**src/rtl/pdc_pkg.sv**
```systemverilog
package pdc_pkg;

	localparam int GAIN_FRAC_BITS = 8;
	localparam int ERR_STORE_W    = 16;
	localparam int GAIN_W         = 16;
	localparam int POS_W          = 32;
	localparam int DUTY_W         = 8;
	localparam int APB_ADDR_W     = 5;
	localparam int APB_DATA_W     = 32;
	localparam int REG_IDX_W      = 3;

	localparam int MUL_A_W  = POS_W + 2;
	localparam int MUL_B_W  = GAIN_W + 1;
	localparam int PROD_W   = MUL_A_W + MUL_B_W;
	localparam int ACC_W    = PROD_W + 1;
	localparam int BOUND_W  = GAIN_W + GAIN_FRAC_BITS;
	localparam int QUO_W    = 7;
	localparam int DIV_W    = BOUND_W + QUO_W - 1;
	localparam int NUM_W    = BOUND_W + QUO_W;
	localparam int CNT_W    = 3;

	localparam logic [MUL_B_W-1:0] DUTY_SCALE = MUL_B_W'(100);

	typedef enum logic [REG_IDX_W-1:0] {
		REG_GAIN_P      = 3'd0,
		REG_GAIN_I      = 3'd1,
		REG_GAIN_D      = 3'd2,
		REG_CLAMP_LIMIT = 3'd3,
		REG_TARGET_POS  = 3'd4
	} reg_idx_t;

	typedef struct packed {
		logic [GAIN_W-1:0]       gain_p;
		logic [GAIN_W-1:0]       gain_i;
		logic [GAIN_W-1:0]       gain_d;
		logic [GAIN_W-1:0]       clamp_limit;
		logic signed [POS_W-1:0] target_position;
	} cfg_t;

	localparam logic [GAIN_W-1:0] RST_GAIN_P      = 16'd384;
	localparam logic [GAIN_W-1:0] RST_GAIN_I      = 16'd51;
	localparam logic [GAIN_W-1:0] RST_GAIN_D      = 16'd26;
	localparam logic [GAIN_W-1:0] RST_CLAMP_LIMIT = 16'd510;
	localparam logic [POS_W-1:0]  RST_TARGET_POS  = 32'd102000;

endpackage

```
**src/rtl/pid_position_duty_core.sv**
```systemverilog
// Position PID controller with output clamp. Each word on the input stream is a signed
// 32-bit encoder count; the block forms error = target - count, sums P, D and I terms
// with unsigned Q8.8 gains, clamps the sum to +/- clamp_limit and returns one signed
// duty in percent (-100..100, truncated toward zero; 0 when clamp_limit is 0). All
// products go through one shared 34x17 multiplier and the scaling through a restoring
// divider yielding one quotient bit a cycle. s_tready is low from acceptance until the
// result is loaded into the output register, and a new word is taken in the cycle after
// that load. Registers: gain_p at 0x00, gain_i at 0x04, gain_d at 0x08, clamp_limit at
// 0x0c, target_position at 0x10; write them only while no item is in flight.
module pid_position_duty_core import pdc_pkg::*; (
	input  logic                  clk,
	input  logic                  arst_n,
	input  logic                  s_tvalid,
	output logic                  s_tready,
	input  logic [POS_W-1:0]      s_tdata,  // [31:0] encoder_count
	output logic                  m_tvalid,
	input  logic                  m_tready,
	output logic [DUTY_W-1:0]     m_tdata,  // [7:0] duty_percent
	input  logic                  psel,
	input  logic                  penable,
	input  logic                  pwrite,
	input  logic [APB_ADDR_W-1:0] paddr,
	input  logic [APB_DATA_W-1:0] pwdata,
	output logic [APB_DATA_W-1:0] prdata,
	output logic                  pready
);

	typedef enum logic [9:0] {
		ST_IDLE  = 10'b00_0000_0001,
		ST_P     = 10'b00_0000_0010,
		ST_D     = 10'b00_0000_0100,
		ST_I     = 10'b00_0000_1000,
		ST_SUM   = 10'b00_0001_0000,
		ST_CLAMP = 10'b00_0010_0000,
		ST_SCALE = 10'b00_0100_0000,
		ST_LOAD  = 10'b00_1000_0000,
		ST_DIV   = 10'b01_0000_0000,
		ST_OUT   = 10'b10_0000_0000
	} state_t;

	cfg_t cfg;

	state_t                        st_q;
	logic signed [POS_W-1:0]       err_q;
	logic signed [POS_W:0]         diff_q;
	logic signed [ERR_STORE_W-1:0] last_err_q;
	logic signed [ERR_STORE_W-1:0] err_sum_q;
	logic signed [PROD_W-1:0]      prod_q;
	logic signed [ACC_W-1:0]       acc_q;
	logic [BOUND_W-1:0]            mag_q;
	logic                          neg_q;
	logic                          zero_q;
	logic [NUM_W-1:0]              rem_q;
	logic [DIV_W-1:0]              div_q;
	logic [QUO_W-1:0]              quo_q;
	logic [CNT_W-1:0]              cnt_q;
	logic                          m_tvalid_q;
	logic [DUTY_W-1:0]             m_tdata_q;

	logic signed [MUL_A_W-1:0] op_a;
	logic signed [MUL_B_W-1:0] op_b;
	logic signed [PROD_W-1:0]  prod;
	logic [BOUND_W-1:0]        bound;
	logic signed [ACC_W-1:0]   bound_pos;
	logic signed [ACC_W-1:0]   bound_neg;
	logic signed [ACC_W-1:0]   acc_abs;
	logic [NUM_W-1:0]          div_ext;
	logic [DUTY_W-1:0]         quo_ext;
	logic                      in_acc;

	pdc_regs u_regs (
		.clk     (clk),
		.arst_n  (arst_n),
		.psel    (psel),
		.penable (penable),
		.pwrite  (pwrite),
		.paddr   (paddr),
		.pwdata  (pwdata),
		.prdata  (prdata),
		.pready  (pready),
		.cfg     (cfg)
	);

	assign s_tready = (st_q == ST_IDLE);
	assign m_tvalid = m_tvalid_q;
	assign m_tdata  = m_tdata_q;
	assign in_acc   = s_tvalid & s_tready;

	// shared multiplier operand select
	always_comb begin
		unique case (st_q)
			ST_P: begin
				op_a = MUL_A_W'(err_q);
				op_b = $signed({1'b0, cfg.gain_p});
			end
			ST_D: begin
				op_a = MUL_A_W'(diff_q);
				op_b = $signed({1'b0, cfg.gain_d});
			end
			ST_I: begin
				op_a = MUL_A_W'(err_sum_q);
				op_b = $signed({1'b0, cfg.gain_i});
			end
			ST_SCALE: begin
				op_a = $signed({{(MUL_A_W-BOUND_W){1'b0}}, mag_q});
				op_b = $signed(DUTY_SCALE);
			end
			default: begin
				op_a = '0;
				op_b = '0;
			end
		endcase
	end

	assign prod      = op_a * op_b;
	assign bound     = {cfg.clamp_limit, {GAIN_FRAC_BITS{1'b0}}};
	assign bound_pos = $signed({{(ACC_W-BOUND_W){1'b0}}, bound});
	assign bound_neg = -bound_pos;
	assign acc_abs   = acc_q[ACC_W-1] ? -acc_q : acc_q;
	assign div_ext   = NUM_W'(div_q);
	assign quo_ext   = DUTY_W'(quo_q);

	always_ff @(posedge clk or negedge arst_n) begin
		if (!arst_n) begin
			st_q       <= ST_IDLE;
			last_err_q <= '0;
			err_sum_q  <= '0;
			m_tvalid_q <= 1'b0;
		end else begin
			if (m_tvalid_q && m_tready && st_q != ST_OUT) begin
				m_tvalid_q <= 1'b0;
			end
			unique case (st_q)
				ST_IDLE: begin
					if (in_acc) begin
						st_q <= ST_P;
					end
				end
				ST_P: begin
					last_err_q <= err_q[ERR_STORE_W-1:0];
					err_sum_q  <= err_sum_q + err_q[ERR_STORE_W-1:0];
					st_q       <= ST_D;
				end
				ST_D:     st_q <= ST_I;
				ST_I:     st_q <= ST_SUM;
				ST_SUM:   st_q <= ST_CLAMP;
				ST_CLAMP: st_q <= ST_SCALE;
				ST_SCALE: st_q <= ST_LOAD;
				ST_LOAD:  st_q <= ST_DIV;
				ST_DIV: begin
					if (cnt_q == '0) begin
						st_q <= ST_OUT;
					end
				end
				ST_OUT: begin
					if (!m_tvalid_q || m_tready) begin
						m_tvalid_q <= 1'b1;
						st_q       <= ST_IDLE;
					end
				end
				default: st_q <= ST_IDLE;
			endcase
		end
	end

	// datapath
	always_ff @(posedge clk) begin
		unique case (st_q)
			ST_IDLE: begin
				if (in_acc) begin
					err_q <= cfg.target_position - $signed(s_tdata);
				end
			end
			ST_P: begin
				diff_q <= (POS_W+1)'(err_q) - (POS_W+1)'(last_err_q);
				prod_q <= prod;
			end
			ST_D: begin
				acc_q  <= ACC_W'(prod_q);
				prod_q <= prod;
			end
			ST_I: begin
				acc_q  <= acc_q + ACC_W'(prod_q);
				prod_q <= prod;
			end
			ST_SUM: begin
				acc_q <= acc_q + ACC_W'(prod_q);
			end
			ST_CLAMP: begin
				neg_q  <= acc_q[ACC_W-1];
				zero_q <= (cfg.clamp_limit == '0);
				if (acc_q > bound_pos || acc_q < bound_neg) begin
					mag_q <= bound;
				end else begin
					mag_q <= acc_abs[BOUND_W-1:0];
				end
			end
			ST_SCALE: begin
				prod_q <= prod;
			end
			ST_LOAD: begin
				rem_q <= prod_q[NUM_W-1:0];
				div_q <= {bound, {(QUO_W-1){1'b0}}};
				quo_q <= '0;
				cnt_q <= CNT_W'(QUO_W - 1);
			end
			ST_DIV: begin
				if (rem_q >= div_ext) begin
					rem_q <= rem_q - div_ext;
					quo_q <= {quo_q[QUO_W-2:0], 1'b1};
				end else begin
					quo_q <= {quo_q[QUO_W-2:0], 1'b0};
				end
				div_q <= div_q >> 1;
				cnt_q <= cnt_q - 1'b1;
			end
			ST_OUT: begin
				if (!m_tvalid_q || m_tready) begin
					if (zero_q) begin
						m_tdata_q <= '0;
					end else if (neg_q) begin
						m_tdata_q <= -quo_ext;
					end else begin
						m_tdata_q <= quo_ext;
					end
				end
			end
			default: ;
		endcase
	end

`ifndef SYNTH
	a_busy_after_accept: assert property (@(posedge clk) disable iff (!arst_n)
		(s_tvalid && s_tready) |=> !s_tready)
		else $error("input taken again while busy");

	a_duty_range: assert property (@(posedge clk) disable iff (!arst_n)
		m_tvalid |-> ($signed(m_tdata) <= 8'sd100 && $signed(m_tdata) >= -8'sd100))
		else $error("duty out of range");

	a_load_from_out: assert property (@(posedge clk) disable iff (!arst_n)
		$rose(m_tvalid) |-> $past(st_q == ST_OUT))
		else $error("result word loaded outside output state");

	a_quo_range: assert property (@(posedge clk) disable iff (!arst_n)
		(st_q == ST_OUT && !zero_q) |-> quo_q <= QUO_W'(100))
		else $error("scaled quotient above full scale");
`endif

endmodule

```
**src/rtl/pdc_regs.sv**
```systemverilog
module pdc_regs import pdc_pkg::*; (
	input  logic                  clk,
	input  logic                  arst_n,
	input  logic                  psel,
	input  logic                  penable,
	input  logic                  pwrite,
	input  logic [APB_ADDR_W-1:0] paddr,
	input  logic [APB_DATA_W-1:0] pwdata,
	output logic [APB_DATA_W-1:0] prdata,
	output logic                  pready,
	output cfg_t                  cfg
);

	cfg_t     cfg_q;
	reg_idx_t idx;
	logic     wr_en;

	assign pready = 1'b1;
	assign idx    = reg_idx_t'(paddr[APB_ADDR_W-1:2]);
	assign wr_en  = psel & penable & pwrite & pready;
	assign cfg    = cfg_q;

	always_ff @(posedge clk or negedge arst_n) begin
		if (!arst_n) begin
			cfg_q.gain_p          <= RST_GAIN_P;
			cfg_q.gain_i          <= RST_GAIN_I;
			cfg_q.gain_d          <= RST_GAIN_D;
			cfg_q.clamp_limit     <= RST_CLAMP_LIMIT;
			cfg_q.target_position <= RST_TARGET_POS;
		end else if (wr_en) begin
			unique case (idx)
				REG_GAIN_P:      cfg_q.gain_p          <= pwdata[GAIN_W-1:0];
				REG_GAIN_I:      cfg_q.gain_i          <= pwdata[GAIN_W-1:0];
				REG_GAIN_D:      cfg_q.gain_d          <= pwdata[GAIN_W-1:0];
				REG_CLAMP_LIMIT: cfg_q.clamp_limit     <= pwdata[GAIN_W-1:0];
				REG_TARGET_POS:  cfg_q.target_position <= pwdata[POS_W-1:0];
				default: ;
			endcase
		end
	end

	always_comb begin
		unique case (idx)
			REG_GAIN_P:      prdata = APB_DATA_W'(cfg_q.gain_p);
			REG_GAIN_I:      prdata = APB_DATA_W'(cfg_q.gain_i);
			REG_GAIN_D:      prdata = APB_DATA_W'(cfg_q.gain_d);
			REG_CLAMP_LIMIT: prdata = APB_DATA_W'(cfg_q.clamp_limit);
			REG_TARGET_POS:  prdata = APB_DATA_W'(cfg_q.target_position);
			default:         prdata = '0;
		endcase
	end

endmodule
```
**config.mk**
```make
export PLATFORM = sky130hd
export DESIGN_NAME = pid_position_duty_core
export DESIGN_NICKNAME = d
export VERILOG_FILES = /design/src/rtl/pdc_pkg.sv /design/src/rtl/pid_position_duty_core.sv /design/src/rtl/pdc_regs.sv
export SDC_FILE = /design/constraint.sdc
export NUM_CORES = 2
export LEC_CHECK = 0
export ABC_AREA = 0
export BUFFER_PORTS_ARGS = -buffer_cell sky130_fd_sc_hd__buf_2
export CORE_ASPECT_RATIO = 1.4
export CORE_MARGIN = 5
export CORE_UTILIZATION = 55
export CTS_CLUSTER_SIZE = 12
export DETAILED_ROUTE_END_ITERATION = 10
export PLACE_DENSITY = 0.71
export SLEW_MARGIN = 20
export SYNTH_ARGS = -nofsm -noshare
export SYNTH_HDL_FRONTEND = slang
export SYNTH_HIERARCHICAL = 1
export SYNTH_SLANG_ARGS = --single-unit
```
**constraint.sdc**
```tcl
create_clock -name clk -period 22.7 [get_ports clk]
set_input_delay 3.405 -clock clk [delete_from_list [all_inputs] [get_ports clk]]
set_output_delay 3.405 -clock clk [all_outputs]
set_load 0.03 [all_outputs]
```
==> impl_metrics.csv <==
group,metric,value,unit
run_status,status,"complete, no violations",
clock_network,clockBufferDepth,3,
run,max_cap_viol_count,0,
sta,clock.fmax,95.8,MHz
setup_path,r2r-start,"st_q[8]$_DFFE_PN0P_",
clock_network,cts_buffers,46,
setup_path,cp.arrival,10.75,ns
sta,fin_skew,0.0650,ns
setup_path,rrSetupSlack,12.26,ns
sta,relSlewSlack,16.1,%
logic_synthesis,synth-seq-cells,412,
logic_synthesis,yosysTopAreaCell,"fa_1",
cells_and_area,final_util,59.2,%
detailed_routing,vias_per_cell,5.87,
grt,grt_pass1_vias,37600,
clock_network,cts_root_buf,"clkbuf_16",
detailed_routing,drt_iter0_drc,2601,
logic_synthesis,synth_top_flop_cell,"edfxtp_1",
detailed_routing,drc,0,
pwr,swShare,39.5,%
sta,min_period,10.44,ns
setup_path,cp.required,23.02,ns
cells_and_area,antenna_cells,0,
pwr,internal_power,1940,uW
floorplan,rows,125,
grt,grt_overflow_total,0,
logic_synthesis,netlist_area,46100,um2
cells_and_area,fill_cells,7154,
logic_synthesis,synth_top_area_share,22.2,%
clock_network,numClockSinks,412,
floorplan,ioPinCount,119,
setup_path,cp_top_family,"adder cells",
min_path,hold_start,"err_sum_q[0]$_DFFE_PN0N_",
setup_path,cp-end-kind,"flip-flop",
logic_synthesis,synth.avg_cell_area,9.28,um2
min_path,min_to,"err_sum_q[0]$_DFFE_PN0N_",
floorplan,core_area,83000,um2
logic_synthesis,yosysSeqAreaShare,25.4,%
cells_and_area,fin_nets,5930,
logic_synthesis,synth_nets,5899,
clock_network,post_cts_resized,0,
detailed_routing,vias,35900,
logic_synthesis,ys_warn_count,6,
floorplan,start_util,55.5,%
pwr,p_total,3210,uW
sta,finalHoldViolations,0,
setup_path,max_stage_delay,0.79,ns
pwr,sequentialPowerShare,34.6,%
pwr,p_leak,0.0234,uW
setup_path,r2r-end,"prod_q[49]$_DFFE_PP_",
min_path,whs_path_depth,2,
placement,hpwl,101000,um
setup_path,worst-path-buf-inv,5,
logic_synthesis,synth-async-reset-ratio,33.7,%
detailed_routing,drtPass1Iterations,6,
cells_and_area,syn2layout_area_growth,6.67,%
grt,grt_max_degree,76,
sta,slew_viol_final,0,
sta,rsz0062_at_grt,"false",
logic_synthesis,synth_edf_count,273,
setup_path,rr_worst_depth,27,
setup_path,cpMostUsedCell,"fa_1",
clock_network,cts_tree,"yes",
setup_path,path_class,"flip-flop to flip-flop",
pwr,vdd_drop_max,0.0000707,V
floorplan,design.die.area,89800,um2
floorplan,die_w,255,um
pwr,p_clk_share,24.2,%
grt,grt_use_total,28.5,%
cells_and_area,multi_input_area,30500,um2
detailed_routing,drt-wirelength-per-cell,20.9,um
sta,post-route-period-util,46.0,%
setup_path,crit_fanout,39,
pwr,power_density,65.2,nW/um2
pwr,pwr-share-comb,41.1,%
sta,setup_tns,0,ns
setup_path,cp-start-kind,"flip-flop",
placement,portBuffers,115,
detailed_routing,detail-route-antenna-nets,0,
logic_synthesis,syn-instance-count,4966,
clock_network,clk_latency,0.63,ns
clock_network,ctsHtreeMaxLevel,2,
detailed_routing,routed_wl,128000,um
setup_path,critPathSlowestCell,"nand2_1",
placement,gp_congestion,0.971,
floorplan,fp.dieH,353,um
clock_network,cts_hold_buf,0,
logic_synthesis,ys_top_cells_by_area,"fa_1 (22%), edfxtp_1 (18%), ha_1 (9.4%)",
cells_and_area,drive_above_1_share,8.72,%
logic_synthesis,synth.distinct_cells,99,
sta,setup_violations,0,
grt,antenna_found_initial,3,
clock_network,path_clk_slew,0.06,ns
grt,grt_first_pass_wirelength,203000,um
sta,worst_pin_slew,1.26,ns
clock_network,post_cts_buffers,0,
cells_and_area,regArea,11700,um2
pwr,p_switching,1270,uW
min_path,hold_path_class,"flip-flop to flip-flop",
## state kept, by name, indices dropped and copies added (netlist names)
register / flops
quo_q: 7
m_tdata: 8
err_q: 32
m_tvalid: 1
prod_q: 51
diff_q: 33
acc_q: 52
u_regs/cfg: 96
zero_q: 1
div_q: 30
last_err_q: 16
err_sum_q: 16
rem_q: 31
neg_q: 1
cnt_q: 3
st_q: 10
mag_q: 24
## kinds of logic (layout without fill, tap and decap cells)
group                    after synthesis  after routing  synth area share, %
XOR/XNOR                             215            215                 4.08
AND/OR/NAND/NOR                     1442           1442                 13.9
other                                  1              1              0.00813
flip-flops                           412            412                 25.4
multiplexers                         146            146                 3.55
AO/OA/AOI/OAI                        896            896                 12.9
buffers and inverters                997           1065                 8.59
adder cells (fa/ha/maj)              857            857                 31.6
## worst max path at each step
stage	startpoint	to	slack, ns	cells past startpoint
2_1_floorplan	paddr[3]	prdata[12]	14.58	4
3_3_place_gp	st_q[8]$_DFFE_PN0P_	prod_q[49]$_DFFE_PP_	12.47	27
3_5_place_dp	st_q[1]$_DFFE_PN0P_	prod_q[49]$_DFFE_PP_	12.46	27
4_1_cts	st_q[8]$_DFFE_PN0P_	prod_q[49]$_DFFE_PP_	12.36	27
5_1_grt	st_q[8]$_DFFE_PN0P_	prod_q[49]$_DFFE_PP_	11.89	27
6_report	st_q[8]$_DFFE_PN0P_	prod_q[49]$_DFFE_PP_	12.26	27
## power groups by stage
stage	Combinational, uW	Clock (uW)	Sequential [uW]
finish	1320	777	1110
global route	1450	816	1120
CTS	1310	787	1110
detailed placement	1300	0	1120
global placement	1270	0	1120
floorplan	974	0	1060
## stage by stage
| step | setup WS (ns) | instance area (um2) | hold WS, ns | instances |
|---|---|---|---|---|
| floorplan | 14.58 | 46100 | 0.447 | 4966 |
| global placement | 12.47 | 47600 | 0.468 | 6027 |
| detailed placement | 12.46 | 47600 | 0.496 | 6027 |
| CTS | 12.36 | 49200 | 0.509 | 6112 |
| global route | 11.89 | 49200 | 0.532 | 6113 |
| finish | 12.26 | 49200 | 0.508 | 6113 |
## routing by layer
layer  track usage [%]  up-vias  wire (um)  part of all wire [%]
li1                  -    16500          -                     -
met2              49.4     1247      63400                    50
met4              17.2        4       9790                   7.6
met3              5.07      455       8040                   6.3
met5                 0        -         28                 0.022
met1              32.7    17600      46800                    37
## cell usage after synthesis, drive strengths merged, types with 6 or more instances
master and count:
ha 345, nand2b 30, a22oi 26, or2 10, xor2 80, a211o 8
a221oi 22, nor2b 32, dfrtp 113, nand2 603, clkbuf 87, and2 46
edfxtp 273, o41ai 8, o21ai 188, o311ai 7, o31ai 25, nand3b 7
o21a 38, a21o 125, o211ai 18, mux2i 34, nand4 39, a21boi 12
a31oi 25, dfstp 26, nor4 16, buf 101, or3 12, and4 7
nor2 421, nor3 73, nor3b 18, a21oi 248, a211oi 20, and3 32
or4 13, a221o 37, inv 809, a31o 6, o21bai 31, xnor2 135
fa 512, nand3 69, mux2 112
## layout by cell type (no fill, tap or decap), drive strengths merged, types with 15 or more instances in the layout
cell	netlist	layout
o21bai	31	31
xnor2	135	135
nand3	69	69
o21ai	188	188
nor2	421	421
a21o	125	125
nand2	603	603
o21a	38	38
and2	46	46
nand2b	30	30
o211ai	18	18
edfxtp	273	273
ha	345	345
buf	101	171
nor3b	18	18
a21oi	248	248
a211oi	20	20
and3	32	32
nor4	16	16
xor2	80	80
fa	512	512
nor2b	32	32
clkinv	0	15
dfstp	26	26
mux2	112	112
inv	809	810
a31oi	25	25
o31ai	25	25
a22oi	26	26
nand4	39	39
a221o	37	37
a221oi	22	22
mux2i	34	34
clkbuf	87	65
nor3	73	73
dfrtp	113	113
## worst reg2reg max path: cells and delay by family, from the launching register on
family                   cells  cell delay [ns]
AO/OA/AOI/OAI                8             2.94
adder cells (fa/ha/maj)      7             3.57
buffers and inverters        5             1.00
AND/OR/NAND/NOR              7             2.16
flip-flops                   1             0.50
## area by class of cell
type,instances,share of cell area (%)
clock buffer,65,2.63
multi-input combinational,3557,62.1
timing repair buffer,171,2.03
sequential,412,23.8
clock inverter,20,0.532
inverter,809,6.17
tap,1079,2.74
Note: power is estimated with default switching activity, not from simulation.
